<file path="config.mk">
export PLATFORM = sky130hd
export DESIGN_NAME = binary_mask_pyramid_top
export DESIGN_NICKNAME = d
export VERILOG_FILES = /design/src/sv/bmp_pkg.sv /design/src/sv/binary_mask_pyramid_top.sv /design/src/sv/bmp_cfg.sv /design/src/sv/bmp_front.sv /design/src/sv/bmp_queue.sv /design/src/sv/bmp_back.sv
export SDC_FILE = /design/constraint.sdc
export NUM_CORES = 2
export LEC_CHECK = 0
export CAP_MARGIN = 20
export CORE_MARGIN = 4
export CORE_UTILIZATION = 50
export CTS_BUF_LIST = sky130_fd_sc_hd__clkbuf_4 sky130_fd_sc_hd__clkbuf_8
export DETAILED_ROUTE_END_ITERATION = 16
export DONT_BUFFER_PORTS = 1
export PLACE_DENSITY_LB_ADDON = 0.05
export SLEW_MARGIN = 10
export SYNTH_ARGS = -nofsm -noshare
export SYNTH_HDL_FRONTEND = slang
export SYNTH_SLANG_ARGS = --single-unit
</file>
<file path="constraint.sdc">
create_clock -name clk -period 25.6 [get_ports clk]
set_input_delay 1.28 -clock clk [delete_from_list [all_inputs] [get_ports clk]]
set_output_delay 1.28 -clock clk [all_outputs]
set_load 0.01 [all_outputs]
</file>
<file path="src/sv/bmp_pkg.sv">
`timescale 1ns / 1ps
// ----------------------------------------------------------------------------
// bmp_pkg
// Shared constants for the binary mask pyramid block: result field widths,
// configuration and APB widths, front-to-back queue depth and sizer area limit.
// ----------------------------------------------------------------------------
package bmp_pkg;

	localparam int CFG_W      = 12;
	localparam int CAM_W      = 3;
	localparam int LEVEL_W    = 3;
	localparam int POS_W      = 10;
	localparam int APB_AW     = 4;
	localparam int APB_DW     = 32;

	localparam int QDEPTH     = 8;
	localparam int QAW        = 3;
	localparam int QCW        = 4;

	localparam logic [31:0] AREA_LIMIT = 32'd5000;

endpackage

</file>
<file path="src/sv/binary_mask_pyramid_top.sv">
`timescale 1ns / 1ps
// ----------------------------------------------------------------------------
// binary_mask_pyramid_top
// Builds AND-pooled 2x2 pyramid levels from a raster stream of mask pixels.
// ----------------------------------------------------------------------------
// One mask pixel is taken per cycle while in_ready is high. Level 0 is paired
// on the input side; each completed level-1 bit enters an 8-entry queue, and
// a level sequencer walks up the pyramid one level per cycle while the output
// is not stalled, so a pixel that completes k coarse bits gives k result
// transactions in a row, lowest level first, last one flagged. The output side
// delivers at most one result per cycle; in_ready drops when the queue,
// with a bit in flight counted, is full, and while the level sizer runs: after
// reset and after every width or height write it finds the level count, one
// level per cycle with one multiply and compare.
module binary_mask_pyramid_top #(
	parameter int LEVEL_LIMIT = 6,
	parameter int MAX_WIDTH   = 2048,
	parameter int MAX_HEIGHT  = 2048
) (
	input  logic                        clk,
	input  logic                        arst_n,
	input  logic                        psel,
	input  logic                        penable,
	input  logic                        pwrite,
	input  logic [bmp_pkg::APB_AW-1:0]  paddr,
	input  logic [bmp_pkg::APB_DW-1:0]  pwdata,
	output logic [bmp_pkg::APB_DW-1:0]  prdata,
	output logic                        pready,
	input  logic                        in_valid,
	output logic                        in_ready,
	input  logic                        mask_bit,
	output logic                        out_valid,
	input  logic                        out_ready,
	output logic [bmp_pkg::CAM_W-1:0]   camera,
	output logic [bmp_pkg::LEVEL_W-1:0] level,
	output logic [bmp_pkg::POS_W-1:0]   column,
	output logic [bmp_pkg::POS_W-1:0]   row,
	output logic                        keep,
	output logic                        last
);
	import bmp_pkg::*;

	localparam int EW = $clog2(MAX_WIDTH+1);
	localparam int EH = $clog2(MAX_HEIGHT+1);
	localparam int LW = $clog2(LEVEL_LIMIT+1);
	localparam int AW = $clog2(MAX_WIDTH/2);

	logic          restart;
	logic          sizing;
	logic [LW-1:0] levels;
	logic [EW-1:0] ew;
	logic [EH-1:0] eh;
	logic [LEVEL_LIMIT-1:0][AW-1:0] boff;
	logic [QCW-1:0] q_count;
	logic          q_push;
	logic          q_push_bit;
	logic          q_pop;
	logic          q_valid;
	logic          q_bit;

	bmp_cfg #(
		.LEVEL_LIMIT(LEVEL_LIMIT),
		.MAX_WIDTH  (MAX_WIDTH),
		.MAX_HEIGHT (MAX_HEIGHT)
	) u_cfg (
		.clk     (clk),
		.arst_n  (arst_n),
		.psel    (psel),
		.penable (penable),
		.pwrite  (pwrite),
		.paddr   (paddr),
		.pwdata  (pwdata),
		.prdata  (prdata),
		.pready  (pready),
		.restart (restart),
		.sizing  (sizing),
		.levels  (levels),
		.ew      (ew),
		.eh      (eh),
		.boff    (boff),
		.camera  (camera)
	);

	bmp_front #(
		.LEVEL_LIMIT(LEVEL_LIMIT),
		.MAX_WIDTH  (MAX_WIDTH),
		.MAX_HEIGHT (MAX_HEIGHT)
	) u_front (
		.clk      (clk),
		.arst_n   (arst_n),
		.in_valid (in_valid),
		.in_ready (in_ready),
		.mask_bit (mask_bit),
		.restart  (restart),
		.sizing   (sizing),
		.levels   (levels),
		.ew       (ew),
		.eh       (eh),
		.q_count  (q_count),
		.q_push   (q_push),
		.q_bit    (q_push_bit)
	);

	bmp_queue u_queue (
		.clk        (clk),
		.arst_n     (arst_n),
		.push       (q_push),
		.push_bit   (q_push_bit),
		.pop        (q_pop),
		.head_valid (q_valid),
		.head_bit   (q_bit),
		.count      (q_count)
	);

	bmp_back #(
		.LEVEL_LIMIT(LEVEL_LIMIT),
		.MAX_WIDTH  (MAX_WIDTH),
		.MAX_HEIGHT (MAX_HEIGHT)
	) u_back (
		.clk       (clk),
		.arst_n    (arst_n),
		.restart   (restart),
		.levels    (levels),
		.ew        (ew),
		.eh        (eh),
		.boff      (boff),
		.q_valid   (q_valid),
		.q_bit     (q_bit),
		.q_pop     (q_pop),
		.out_valid (out_valid),
		.out_ready (out_ready),
		.level     (level),
		.column    (column),
		.row       (row),
		.keep      (keep),
		.last      (last)
	);

	a_queue_room: assert property (@(posedge clk) disable iff (!arst_n)
		q_push |-> (q_count < QCW'(QDEPTH)))
		else $error("queue push while full");

	a_level_range: assert property (@(posedge clk) disable iff (!arst_n)
		out_valid |-> ((level != '0) && (LW'(level) < levels)))
		else $error("result level outside levels in use");

	a_sizing_stall: assert property (@(posedge clk) disable iff (!arst_n)
		sizing |-> !in_ready)
		else $error("input taken while sizing levels");

	a_cascade_gapless: assert property (@(posedge clk) disable iff (!arst_n)
		(out_valid && out_ready && !last) |=> out_valid)
		else $error("gap inside one transaction's result burst");

endmodule

</file>
<file path="src/sv/bmp_cfg.sv">
`timescale 1ns / 1ps
// ----------------------------------------------------------------------------
// bmp_cfg
// Register file on the APB-style port and level sizer: clamps the frame size
// and finds the number of pyramid levels and the line store offsets, one
// level per cycle after reset or a size write.
// ----------------------------------------------------------------------------
module bmp_cfg #(
	parameter int LEVEL_LIMIT = 6,
	parameter int MAX_WIDTH   = 2048,
	parameter int MAX_HEIGHT  = 2048
) (
	input  logic                                       clk,
	input  logic                                       arst_n,
	input  logic                                       psel,
	input  logic                                       penable,
	input  logic                                       pwrite,
	input  logic [bmp_pkg::APB_AW-1:0]                 paddr,
	input  logic [bmp_pkg::APB_DW-1:0]                 pwdata,
	output logic [bmp_pkg::APB_DW-1:0]                 prdata,
	output logic                                       pready,
	output logic                                       restart,
	output logic                                       sizing,
	output logic [$clog2(LEVEL_LIMIT+1)-1:0]           levels,
	output logic [$clog2(MAX_WIDTH+1)-1:0]             ew,
	output logic [$clog2(MAX_HEIGHT+1)-1:0]            eh,
	output logic [LEVEL_LIMIT-1:0][$clog2(MAX_WIDTH/2)-1:0] boff,
	output logic [bmp_pkg::CAM_W-1:0]                  camera
);
	import bmp_pkg::*;

	localparam int EW = $clog2(MAX_WIDTH+1);
	localparam int EH = $clog2(MAX_HEIGHT+1);
	localparam int LW = $clog2(LEVEL_LIMIT+1);
	localparam int IW = $clog2(LEVEL_LIMIT);
	localparam int AW = $clog2(MAX_WIDTH/2);
	localparam int DW = (EW > CFG_W) ? EW : CFG_W;
	localparam int DH = (EH > CFG_W) ? EH : CFG_W;
	localparam int PW = EW + EH;

	localparam logic [1:0] REG_IMAGE_WIDTH  = 2'd0;
	localparam logic [1:0] REG_IMAGE_HEIGHT = 2'd1;
	localparam logic [1:0] REG_CAMERA_TAG   = 2'd2;

	logic [CFG_W-1:0] width_q;
	logic [CFG_W-1:0] height_q;
	logic [CAM_W-1:0] camera_q;
	logic             sizing_q;
	logic             init_q;
	logic [LW-1:0]    levels_q;
	logic [EW-1:0]    wl_q;
	logic [EH-1:0]    hl_q;
	logic [AW-1:0]    acc_q;
	logic [LEVEL_LIMIT-1:0][AW-1:0] boff_q;

	logic          wr;
	logic [1:0]    widx;
	logic [DW-1:0] wx;
	logic [DH-1:0] hx;
	logic [PW-1:0] area;
	logic          grow;
	logic [EW-1:0] w_half;
	logic [AW-1:0] acc_nx;

	assign pready = 1'b1;
	assign wr     = psel & penable & pwrite;
	assign widx   = paddr[3:2];
	assign restart = wr && (widx == REG_IMAGE_WIDTH || widx == REG_IMAGE_HEIGHT);

	always_comb begin
		unique case (widx)
			REG_IMAGE_WIDTH:  prdata = APB_DW'(width_q);
			REG_IMAGE_HEIGHT: prdata = APB_DW'(height_q);
			REG_CAMERA_TAG:   prdata = APB_DW'(camera_q);
			default:          prdata = '0;
		endcase
	end

	// clamp to 1..max
	assign wx = DW'(width_q);
	assign hx = DH'(height_q);
	assign ew = (wx == '0) ? EW'(1) : (wx > DW'(MAX_WIDTH)) ? EW'(MAX_WIDTH) : EW'(wx);
	assign eh = (hx == '0) ? EH'(1) : (hx > DH'(MAX_HEIGHT)) ? EH'(MAX_HEIGHT) : EH'(hx);

	assign area   = PW'(wl_q) * PW'(hl_q);
	assign grow   = !wl_q[0] && !hl_q[0] && (32'(area) > AREA_LIMIT) &&
		(levels_q < LW'(LEVEL_LIMIT));
	assign w_half = wl_q >> 1;
	assign acc_nx = (levels_q >= LW'(2)) ? acc_q + AW'(w_half) : '0;

	always_ff @(posedge clk or negedge arst_n) begin
		if (!arst_n) begin
			width_q  <= CFG_W'(640);
			height_q <= CFG_W'(480);
			camera_q <= '0;
			sizing_q <= 1'b1;
			init_q   <= 1'b1;
			levels_q <= LW'(1);
		end else begin
			if (wr) begin
				unique case (widx)
					REG_IMAGE_WIDTH:  width_q  <= pwdata[CFG_W-1:0];
					REG_IMAGE_HEIGHT: height_q <= pwdata[CFG_W-1:0];
					REG_CAMERA_TAG:   camera_q <= pwdata[CAM_W-1:0];
					default:          ;
				endcase
			end
			if (restart) begin
				sizing_q <= 1'b1;
				init_q   <= 1'b1;
			end else if (sizing_q && init_q) begin
				init_q   <= 1'b0;
				levels_q <= LW'(1);
			end else if (sizing_q) begin
				if (grow) begin
					levels_q <= levels_q + LW'(1);
				end else begin
					sizing_q <= 1'b0;
				end
			end
		end
	end

	// sizer datapath
	always_ff @(posedge clk) begin
		if (sizing_q && init_q) begin
			wl_q  <= ew;
			hl_q  <= eh;
			acc_q <= '0;
		end else if (sizing_q && grow) begin
			wl_q  <= w_half;
			hl_q  <= hl_q >> 1;
			acc_q <= acc_nx;
			boff_q[IW'(levels_q)] <= acc_nx;
		end
	end

	assign sizing = sizing_q;
	assign levels = levels_q;
	assign boff   = boff_q;
	assign camera = camera_q;

endmodule

</file>
<file path="src/sv/bmp_front.sv">
`timescale 1ns / 1ps
// ----------------------------------------------------------------------------
// bmp_front
// Input side: accepts level-0 mask pixels, tracks the level-0 position,
// pairs pixels horizontally and, through its own line store, vertically,
// and hands each completed level-1 bit to the queue.
// ----------------------------------------------------------------------------
module bmp_front #(
	parameter int LEVEL_LIMIT = 6,
	parameter int MAX_WIDTH   = 2048,
	parameter int MAX_HEIGHT  = 2048
) (
	input  logic                              clk,
	input  logic                              arst_n,
	input  logic                              in_valid,
	output logic                              in_ready,
	input  logic                              mask_bit,
	input  logic                              restart,
	input  logic                              sizing,
	input  logic [$clog2(LEVEL_LIMIT+1)-1:0]  levels,
	input  logic [$clog2(MAX_WIDTH+1)-1:0]    ew,
	input  logic [$clog2(MAX_HEIGHT+1)-1:0]   eh,
	input  logic [bmp_pkg::QCW-1:0]           q_count,
	output logic                              q_push,
	output logic                              q_bit
);
	import bmp_pkg::*;

	localparam int EW = $clog2(MAX_WIDTH+1);
	localparam int EH = $clog2(MAX_HEIGHT+1);
	localparam int CW = $clog2(MAX_WIDTH);
	localparam int RW = $clog2(MAX_HEIGHT);
	localparam int LW = $clog2(LEVEL_LIMIT+1);
	localparam int MD = MAX_WIDTH/2;
	localparam int AW = $clog2(MD);

	logic [CW-1:0] col_q;
	logic [RW-1:0] row_q;
	logic          pend_q;
	logic          ev_s1;
	logic          pair_s1;
	logic          rd_q;
	logic          line_mem [MD];

	logic          accept;
	logic          paired;
	logic [EW-1:0] col_nx;
	logic [EH-1:0] row_nx;
	logic [AW-1:0] idx;
	logic          pair;

	assign in_ready = !sizing && ((q_count + QCW'(ev_s1)) < QCW'(QDEPTH));
	assign accept   = in_valid & in_ready;
	assign paired   = (levels > LW'(1)) && col_q[0];
	assign col_nx   = EW'(col_q) + EW'(1);
	assign row_nx   = EH'(row_q) + EH'(1);
	assign idx      = col_q[AW:1];
	assign pair     = pend_q & mask_bit;

	always_ff @(posedge clk or negedge arst_n) begin
		if (!arst_n) begin
			col_q  <= '0;
			row_q  <= '0;
			pend_q <= 1'b0;
			ev_s1  <= 1'b0;
		end else if (restart) begin
			col_q  <= '0;
			row_q  <= '0;
			pend_q <= 1'b0;
			ev_s1  <= 1'b0;
		end else begin
			ev_s1 <= accept && paired && row_q[0];
			if (accept) begin
				if (col_nx >= ew) begin
					col_q <= '0;
					row_q <= (row_nx >= eh) ? '0 : RW'(row_nx);
				end else begin
					col_q <= CW'(col_nx);
				end
				if ((levels > LW'(1)) && !col_q[0]) begin
					pend_q <= mask_bit;
				end
			end
		end
	end

	always_ff @(posedge clk) begin
		if (accept && paired) begin
			pair_s1 <= pair;
			if (!row_q[0]) begin
				line_mem[idx] <= pair;
			end else begin
				rd_q <= line_mem[idx];
			end
		end
	end

	assign q_push = ev_s1;
	assign q_bit  = pair_s1 & rd_q;

endmodule

</file>
<file path="src/sv/bmp_queue.sv">
`timescale 1ns / 1ps
// ----------------------------------------------------------------------------
// bmp_queue
// Short FIFO of level-1 bits between the input side and the level
// sequencer, so that each side stalls on its own.
// ----------------------------------------------------------------------------
module bmp_queue (
	input  logic                    clk,
	input  logic                    arst_n,
	input  logic                    push,
	input  logic                    push_bit,
	input  logic                    pop,
	output logic                    head_valid,
	output logic                    head_bit,
	output logic [bmp_pkg::QCW-1:0] count
);
	import bmp_pkg::*;

	logic [QDEPTH-1:0] bits_q;
	logic [QAW-1:0]    wr_ptr_q;
	logic [QAW-1:0]    rd_ptr_q;
	logic [QCW-1:0]    count_q;

	always_ff @(posedge clk or negedge arst_n) begin
		if (!arst_n) begin
			wr_ptr_q <= '0;
			rd_ptr_q <= '0;
			count_q  <= '0;
		end else begin
			if (push) begin
				wr_ptr_q <= wr_ptr_q + QAW'(1);
			end
			if (pop) begin
				rd_ptr_q <= rd_ptr_q + QAW'(1);
			end
			priority case (1'b1)
				push && !pop: count_q <= count_q + QCW'(1);
				pop && !push: count_q <= count_q - QCW'(1);
				default:      ;
			endcase
		end
	end

	always_ff @(posedge clk) begin
		if (push) begin
			bits_q[wr_ptr_q] <= push_bit;
		end
	end

	assign head_valid = (count_q != '0);
	assign head_bit   = bits_q[rd_ptr_q];
	assign count      = count_q;

endmodule

</file>
<file path="src/sv/bmp_back.sv">
`timescale 1ns / 1ps
// ----------------------------------------------------------------------------
// bmp_back
// Level sequencer: takes level-1 bits from the queue and walks up the
// pyramid one level per cycle while the output is not stalled, emitting one
// result transaction per level through the output register and pairing bits
// through the shared line store of the coarser levels.
// ----------------------------------------------------------------------------
module bmp_back #(
	parameter int LEVEL_LIMIT = 6,
	parameter int MAX_WIDTH   = 2048,
	parameter int MAX_HEIGHT  = 2048
) (
	input  logic                                            clk,
	input  logic                                            arst_n,
	input  logic                                            restart,
	input  logic [$clog2(LEVEL_LIMIT+1)-1:0]                levels,
	input  logic [$clog2(MAX_WIDTH+1)-1:0]                  ew,
	input  logic [$clog2(MAX_HEIGHT+1)-1:0]                 eh,
	input  logic [LEVEL_LIMIT-1:0][$clog2(MAX_WIDTH/2)-1:0] boff,
	input  logic                                            q_valid,
	input  logic                                            q_bit,
	output logic                                            q_pop,
	output logic                                            out_valid,
	input  logic                                            out_ready,
	output logic [bmp_pkg::LEVEL_W-1:0]                     level,
	output logic [bmp_pkg::POS_W-1:0]                       column,
	output logic [bmp_pkg::POS_W-1:0]                       row,
	output logic                                            keep,
	output logic                                            last
);
	import bmp_pkg::*;

	localparam int EW = $clog2(MAX_WIDTH+1);
	localparam int EH = $clog2(MAX_HEIGHT+1);
	localparam int CW = $clog2(MAX_WIDTH);
	localparam int RW = $clog2(MAX_HEIGHT);
	localparam int LW = $clog2(LEVEL_LIMIT+1);
	localparam int IW = $clog2(LEVEL_LIMIT);
	localparam int MD = MAX_WIDTH/2;
	localparam int AW = $clog2(MD);

	logic [CW-1:0] col_q  [LEVEL_LIMIT];
	logic [RW-1:0] row_q  [LEVEL_LIMIT];
	logic          pend_q [LEVEL_LIMIT];
	logic          cont_q;
	logic [IW-1:0] cont_lv_q;
	logic          pair_q;
	logic          rd_q;
	logic          out_valid_q;
	logic [LEVEL_W-1:0] level_q;
	logic [POS_W-1:0]   column_q;
	logic [POS_W-1:0]   row_o_q;
	logic          keep_q;
	logic          last_q;
	logic          line_mem [MD];

	logic          step;
	logic [IW-1:0] lv;
	logic          b;
	logic [CW-1:0] col;
	logic [RW-1:0] rw;
	logic          pend;
	logic [EW-1:0] wl;
	logic [EH-1:0] hl;
	logic [EW-1:0] col_nx;
	logic [EH-1:0] row_nx;
	logic          use_store;
	logic          more;
	logic [AW-1:0] idx;

	assign step      = (cont_q || q_valid) && (!out_valid_q || out_ready);
	assign lv        = cont_q ? cont_lv_q : IW'(1);
	assign b         = cont_q ? (pair_q & rd_q) : q_bit;
	assign col       = col_q[lv];
	assign rw        = row_q[lv];
	assign pend      = pend_q[lv];
	assign wl        = ew >> lv;
	assign hl        = eh >> lv;
	assign col_nx    = EW'(col) + EW'(1);
	assign row_nx    = EH'(rw) + EH'(1);
	assign use_store = (LW'(lv) + LW'(1)) < levels;
	assign more      = use_store && col[0] && rw[0];
	assign idx       = boff[lv] + col[AW:1];
	assign q_pop     = step && !cont_q;

	always_ff @(posedge clk or negedge arst_n) begin
		if (!arst_n) begin
			for (int i = 0; i < LEVEL_LIMIT; i++) begin
				col_q[i]  <= '0;
				row_q[i]  <= '0;
				pend_q[i] <= 1'b0;
			end
			cont_q      <= 1'b0;
			out_valid_q <= 1'b0;
		end else if (restart) begin
			for (int i = 0; i < LEVEL_LIMIT; i++) begin
				col_q[i]  <= '0;
				row_q[i]  <= '0;
				pend_q[i] <= 1'b0;
			end
			cont_q <= 1'b0;
		end else if (step) begin
			if (col_nx >= wl) begin
				col_q[lv] <= '0;
				row_q[lv] <= (row_nx >= hl) ? '0 : RW'(row_nx);
			end else begin
				col_q[lv] <= CW'(col_nx);
			end
			if (use_store && !col[0]) begin
				pend_q[lv] <= b;
			end
			cont_q      <= more;
			out_valid_q <= 1'b1;
		end else if (out_ready) begin
			out_valid_q <= 1'b0;
		end
	end

	always_ff @(posedge clk) begin
		if (step) begin
			cont_lv_q <= lv + IW'(1);
			pair_q    <= pend & b;
			level_q   <= LEVEL_W'(lv);
			column_q  <= POS_W'(col);
			row_o_q   <= POS_W'(rw);
			keep_q    <= b;
			last_q    <= !more;
			if (use_store && col[0]) begin
				if (!rw[0]) begin
					line_mem[idx] <= pend & b;
				end else begin
					rd_q <= line_mem[idx];
				end
			end
		end
	end

	assign out_valid = out_valid_q;
	assign level     = level_q;
	assign column    = column_q;
	assign row       = row_o_q;
	assign keep      = keep_q;
	assign last      = last_q;

endmodule
</file>
==> out/metrics.yaml <==
run_status:
  status: "finished clean"
power:
  power.total_mw: 15.91
  clkPwrFrac_pct: 20.9
  p_int_mw: 9.289
  sw_frac_of_total_pct: 41.61
  comb_power_share_pct: 47.8
  ir_worst_vdd_mv: 0.2538
  p_per_area_nw_per_um2: 129.5
  leakagePower_nw: 39.93
  power_switching_mw: 6.621
  p_seq_share_pct: 31.3
global_routing:
  grt_pass1_vias: 69780
  antenna_found_initial: 7
  grt_pass1_wl_um: 463100
  grt-ovfl-total: 0
  grt_usage_pct: 27.08
  grt_max_degree: 317
clock_network:
  h-tree-depth: 5
  cts_tree: "yes"
  cts_made_buffers: 418
  postCtsSetupBuffers: 0
  tritoncts_num_sinks: 2388
  cts_root_buf: "clkbuf_8"
  clock_latency_ns: 1.10
  cts_hold_buf: 1
  post_cts_resized: 0
  clkTransAtPathRegs_ns: 0.06
  max-clock-path-buffers: 4
die:
  core_sq_um: 222500
  dieHeight_um: 481.0
  rows: 173
  fp.dieArea_sq_um: 231400
  die_x_um: 481.0
  ios: 107
  start_util_pct: 50.28
detailed_routing:
  drc: 0
  drt_first_pass_iters: 6
  via_per_inst: 6.122
  dr_total_vias: 70420
  wire_per_inst_um: 27.47
  ant_nets: 0
  finalWirelength_um: 316000
  drt_iter0_drc: 8343
sta:
  hold_viol: 0
  fin_tns_setup_ns: 0
  slew_violations: 0
  fin_ws_ns: 17.18
  fin_crit_sh_pct: 32.87
  worstMarginPinSlew_ns: 1.274
  rsz0062_at_grt: "no"
  fin_skew_ns: 0.1163
  period_minus_slack_ns: 8.416
  max_freq_mhz: 118.8
  maxSlewHeadroom_pct: 15.05
  setup_viol_count_final: 0
cells_and_area:
  postLayoutCellArea_sq_um: 122900
  syn_to_final_growth_pct: 9.811
  layout-drive-gt1-share_pct: 20.32
  layout.nets: 8507
  n_fill_cell: 18780
setup_path:
  path_buf_inv: 5
  crit_path_cell_trace: "nand2b_2 > buf_4 > clkinv_1 > buf_4 > nand2_1 > a21oi_1 > nor2_1 > nor4_1 > fa_4 > buf_4 > buf_12 > mux4_2 > nand2_1 > a21oi_1 > a2111oi_0 > o21ai_0 > a32oi_1 > nand4_1"
  path_max_fanout: 122
  criticalPathCategory: "reg2reg"
  cpPeakStageDelay_ns: 0.96
  r2r_slack_ns: 17.18
  cp.required_ns: 26.25
  path_delay_family: "buffers and inverters"
  cp_common_cell: "buf_4"
  slowest_stage: "a2111oi_0"
  reg2reg_depth: 18
  crit_arrival_ns: 9.07
  start_kind: "register"
  crit_cells: 18
  end_kind: "register"
logic_synthesis:
  synthCells: 8293
  avgSynthCellArea_sq_um: 13.49
  synthAdderAreaFrac_pct: 3.420
  synth_top_family_by_area: "simple AND/OR/NAND/NOR gates"
  synth_compound_area_share_pct: 5.367
  synthMuxAreaShare_pct: 11.32
  yosysSeqAreaShare_pct: 63.09
  synth_edf_count: 2172
  netlist_area_sq_um: 111900
  synthTopCellsByCount: "edfxtp_1 (2,172), nor2_1 (2,064), nand2_1 (523), mux4_2 (517), clkbuf_1 (460)"
  synth_area_leaders: "edfxtp_1 (58%), mux4_2 (10%), nor2_1 (6.9%), dfrtp_1 (4.4%), fa_1 (1.8%)"
  synth-xor-area-share_pct: 0.6498
  synth_top_area_share_pct: 58.30
  ys_warn_count: 0
  synth-simple-area-share_pct: 12.48
  ys_ff_latch: 2388
  synth_top_area_cell: "edfxtp_1"
  yosysMostFrequentCell: "edfxtp_1"
  synth_cell_type_count: 103
  synthFlopType: "edfxtp_1"
  async_reset_ff_share_pct: 8.626
placement:
  post-place-ws_ns: 17.29
  dpl.hpwl_um: 169000
  placed_cell_area_sq_um: 114200
  portBuffers: 0
  place.gp.congestion: 0.8068
job:
  maxCapViolations: 0
min_path:
  min_path_type: "in2async"
==> stage by stage <==
step / utilization, % / hold slack, ns / cells
2_1_floorplan: - / 0.4444 / 8312
3_3_place_gp: 51.25 / 0.4613 / 10720
3_5_place_dp: 51.33 / 0.4695 / 10730
4_1_cts: 54.82 / 0.005980 / 11460
5_1_grt: 55.21 / 0.02839 / 11500
6_report: 55.21 / 0.1155 / 11500
==> power by group through the flow <==
| stage | clock network (mW) | registers [mW] | logic, mW |
|---|---|---|---|
| after CTS | 3.40 | 4.99 | 7.53 |
| after floorplan | 0 | 5.51 | 5.09 |
| after global placement | 0 | 5.07 | 7.42 |
| after detailed placement | 0 | 5.07 | 7.49 |
| final | 3.33 | 4.98 | 7.60 |
| after global routing | 3.58 | 5.00 | 8.13 |
==> cell type report <==
cell class | instances | area (sq um) | share of cell area, %
Multi-Input combinational cell | 5009 | 37730 | 30.71
Timing Repair Buffer | 218 | 2370 | 1.929
Antenna cell | 3 | 7.507 | 0.006111
Clock inverter | 154 | 755.7 | 0.6151
Tap cell | 2975 | 3722 | 3.030
Inverter | 184 | 690.7 | 0.5622
Sequential cell | 2388 | 70600 | 57.46
Clock buffer | 571 | 6983 | 5.684
==> per-layer routing <==
metal | vias up | global-route usage, % | wire [um]
li1 | 30100 | - | -
met1 | 36810 | 39.67 | 134600
met2 | 2928 | 41.98 | 145800
met3 | 578 | 4.943 | 27130
met4 | 0 | 7.465 | 8413
met5 | - | 0 | 0
==> logic make-up (layout without fill, tap and decap cells) <==
kind of cell / after synthesis / in the layout
other cells: 2 / 24
flops: 2388 / 2388
compound gates: 859 / 859
simple gates: 3191 / 3191
buf+inv: 915 / 1127
mux: 614 / 614
xor+xnor: 80 / 80
fa+ha+maj: 244 / 244
==> cells in the final DEF (no fill, tap or decap), types with 27 or more instances in the layout <==
| master | n |
|---|---|
| a32o_1 | 87 |
| xnor2_1 | 48 |
| o21ai_0 | 166 |
| mux2i_1 | 58 |
| mux2_2 | 39 |
| a221oi_1 | 33 |
| fa_1 | 102 |
| nor2_4 | 65 |
| ha_1 | 140 |
| clkinv_1 | 113 |
| nand2_2 | 48 |
| and2_1 | 63 |
| nor2_1 | 2058 |
| nor2_2 | 113 |
| nand2_1 | 456 |
| nand3_1 | 75 |
| a22o_1 | 27 |
| nand4_1 | 61 |
| clkinv_2 | 34 |
| clkbuf_4 | 141 |
| a21o_1 | 30 |
| nand2_4 | 31 |
| nor3_1 | 35 |
| clkbuf_8 | 431 |
| nor2b_1 | 42 |
| dfrtp_1 | 194 |
| buf_4 | 164 |
| a22oi_1 | 130 |
| inv_1 | 180 |
| a21oi_1 | 176 |
| edfxtp_1 | 2172 |
| mux4_2 | 517 |
==> path summary, 6_finish.rpt <==
check,endpoint,start
min in group clk,u_cfg.width_q[11]$_DFFE_PN0P_,pwdata[11]
max in group asynchronous,u_front.col_q[1]$_DFFE_PN0P_,arst_n
min reg2reg,u_back.col_q[2]$_DFFE_PN0P_,u_back.col_q[2]$_DFFE_PN0P_
min,u_cfg.sizing$_DFFE_PN1P_,arst_n
max,u_back.rd_q$_DFFE_PP_,u_back.cont_q$_DFFE_PN0P_
max reg2reg,u_back.rd_q$_DFFE_PP_,u_back.cont_q$_DFFE_PN0P_
==> flip-flops by register name, summed over array words and instances, names as in the netlist, 11 cells and up <==
| name | flops |
|---|---|
| u_front.col_q | 11 |
| u_cfg.hl_q | 12 |
| u_back.row_q | 66 |
| u_cfg.width_q | 12 |
| u_back.col_q | 66 |
| u_back.line_mem | 1024 |
| u_front.line_mem | 1024 |
| u_cfg.wl_q | 12 |
| u_front.row_q | 11 |
| u_cfg.height_q | 12 |
| u_cfg.boff | 60 |
(Power assumes the default switching activity.)
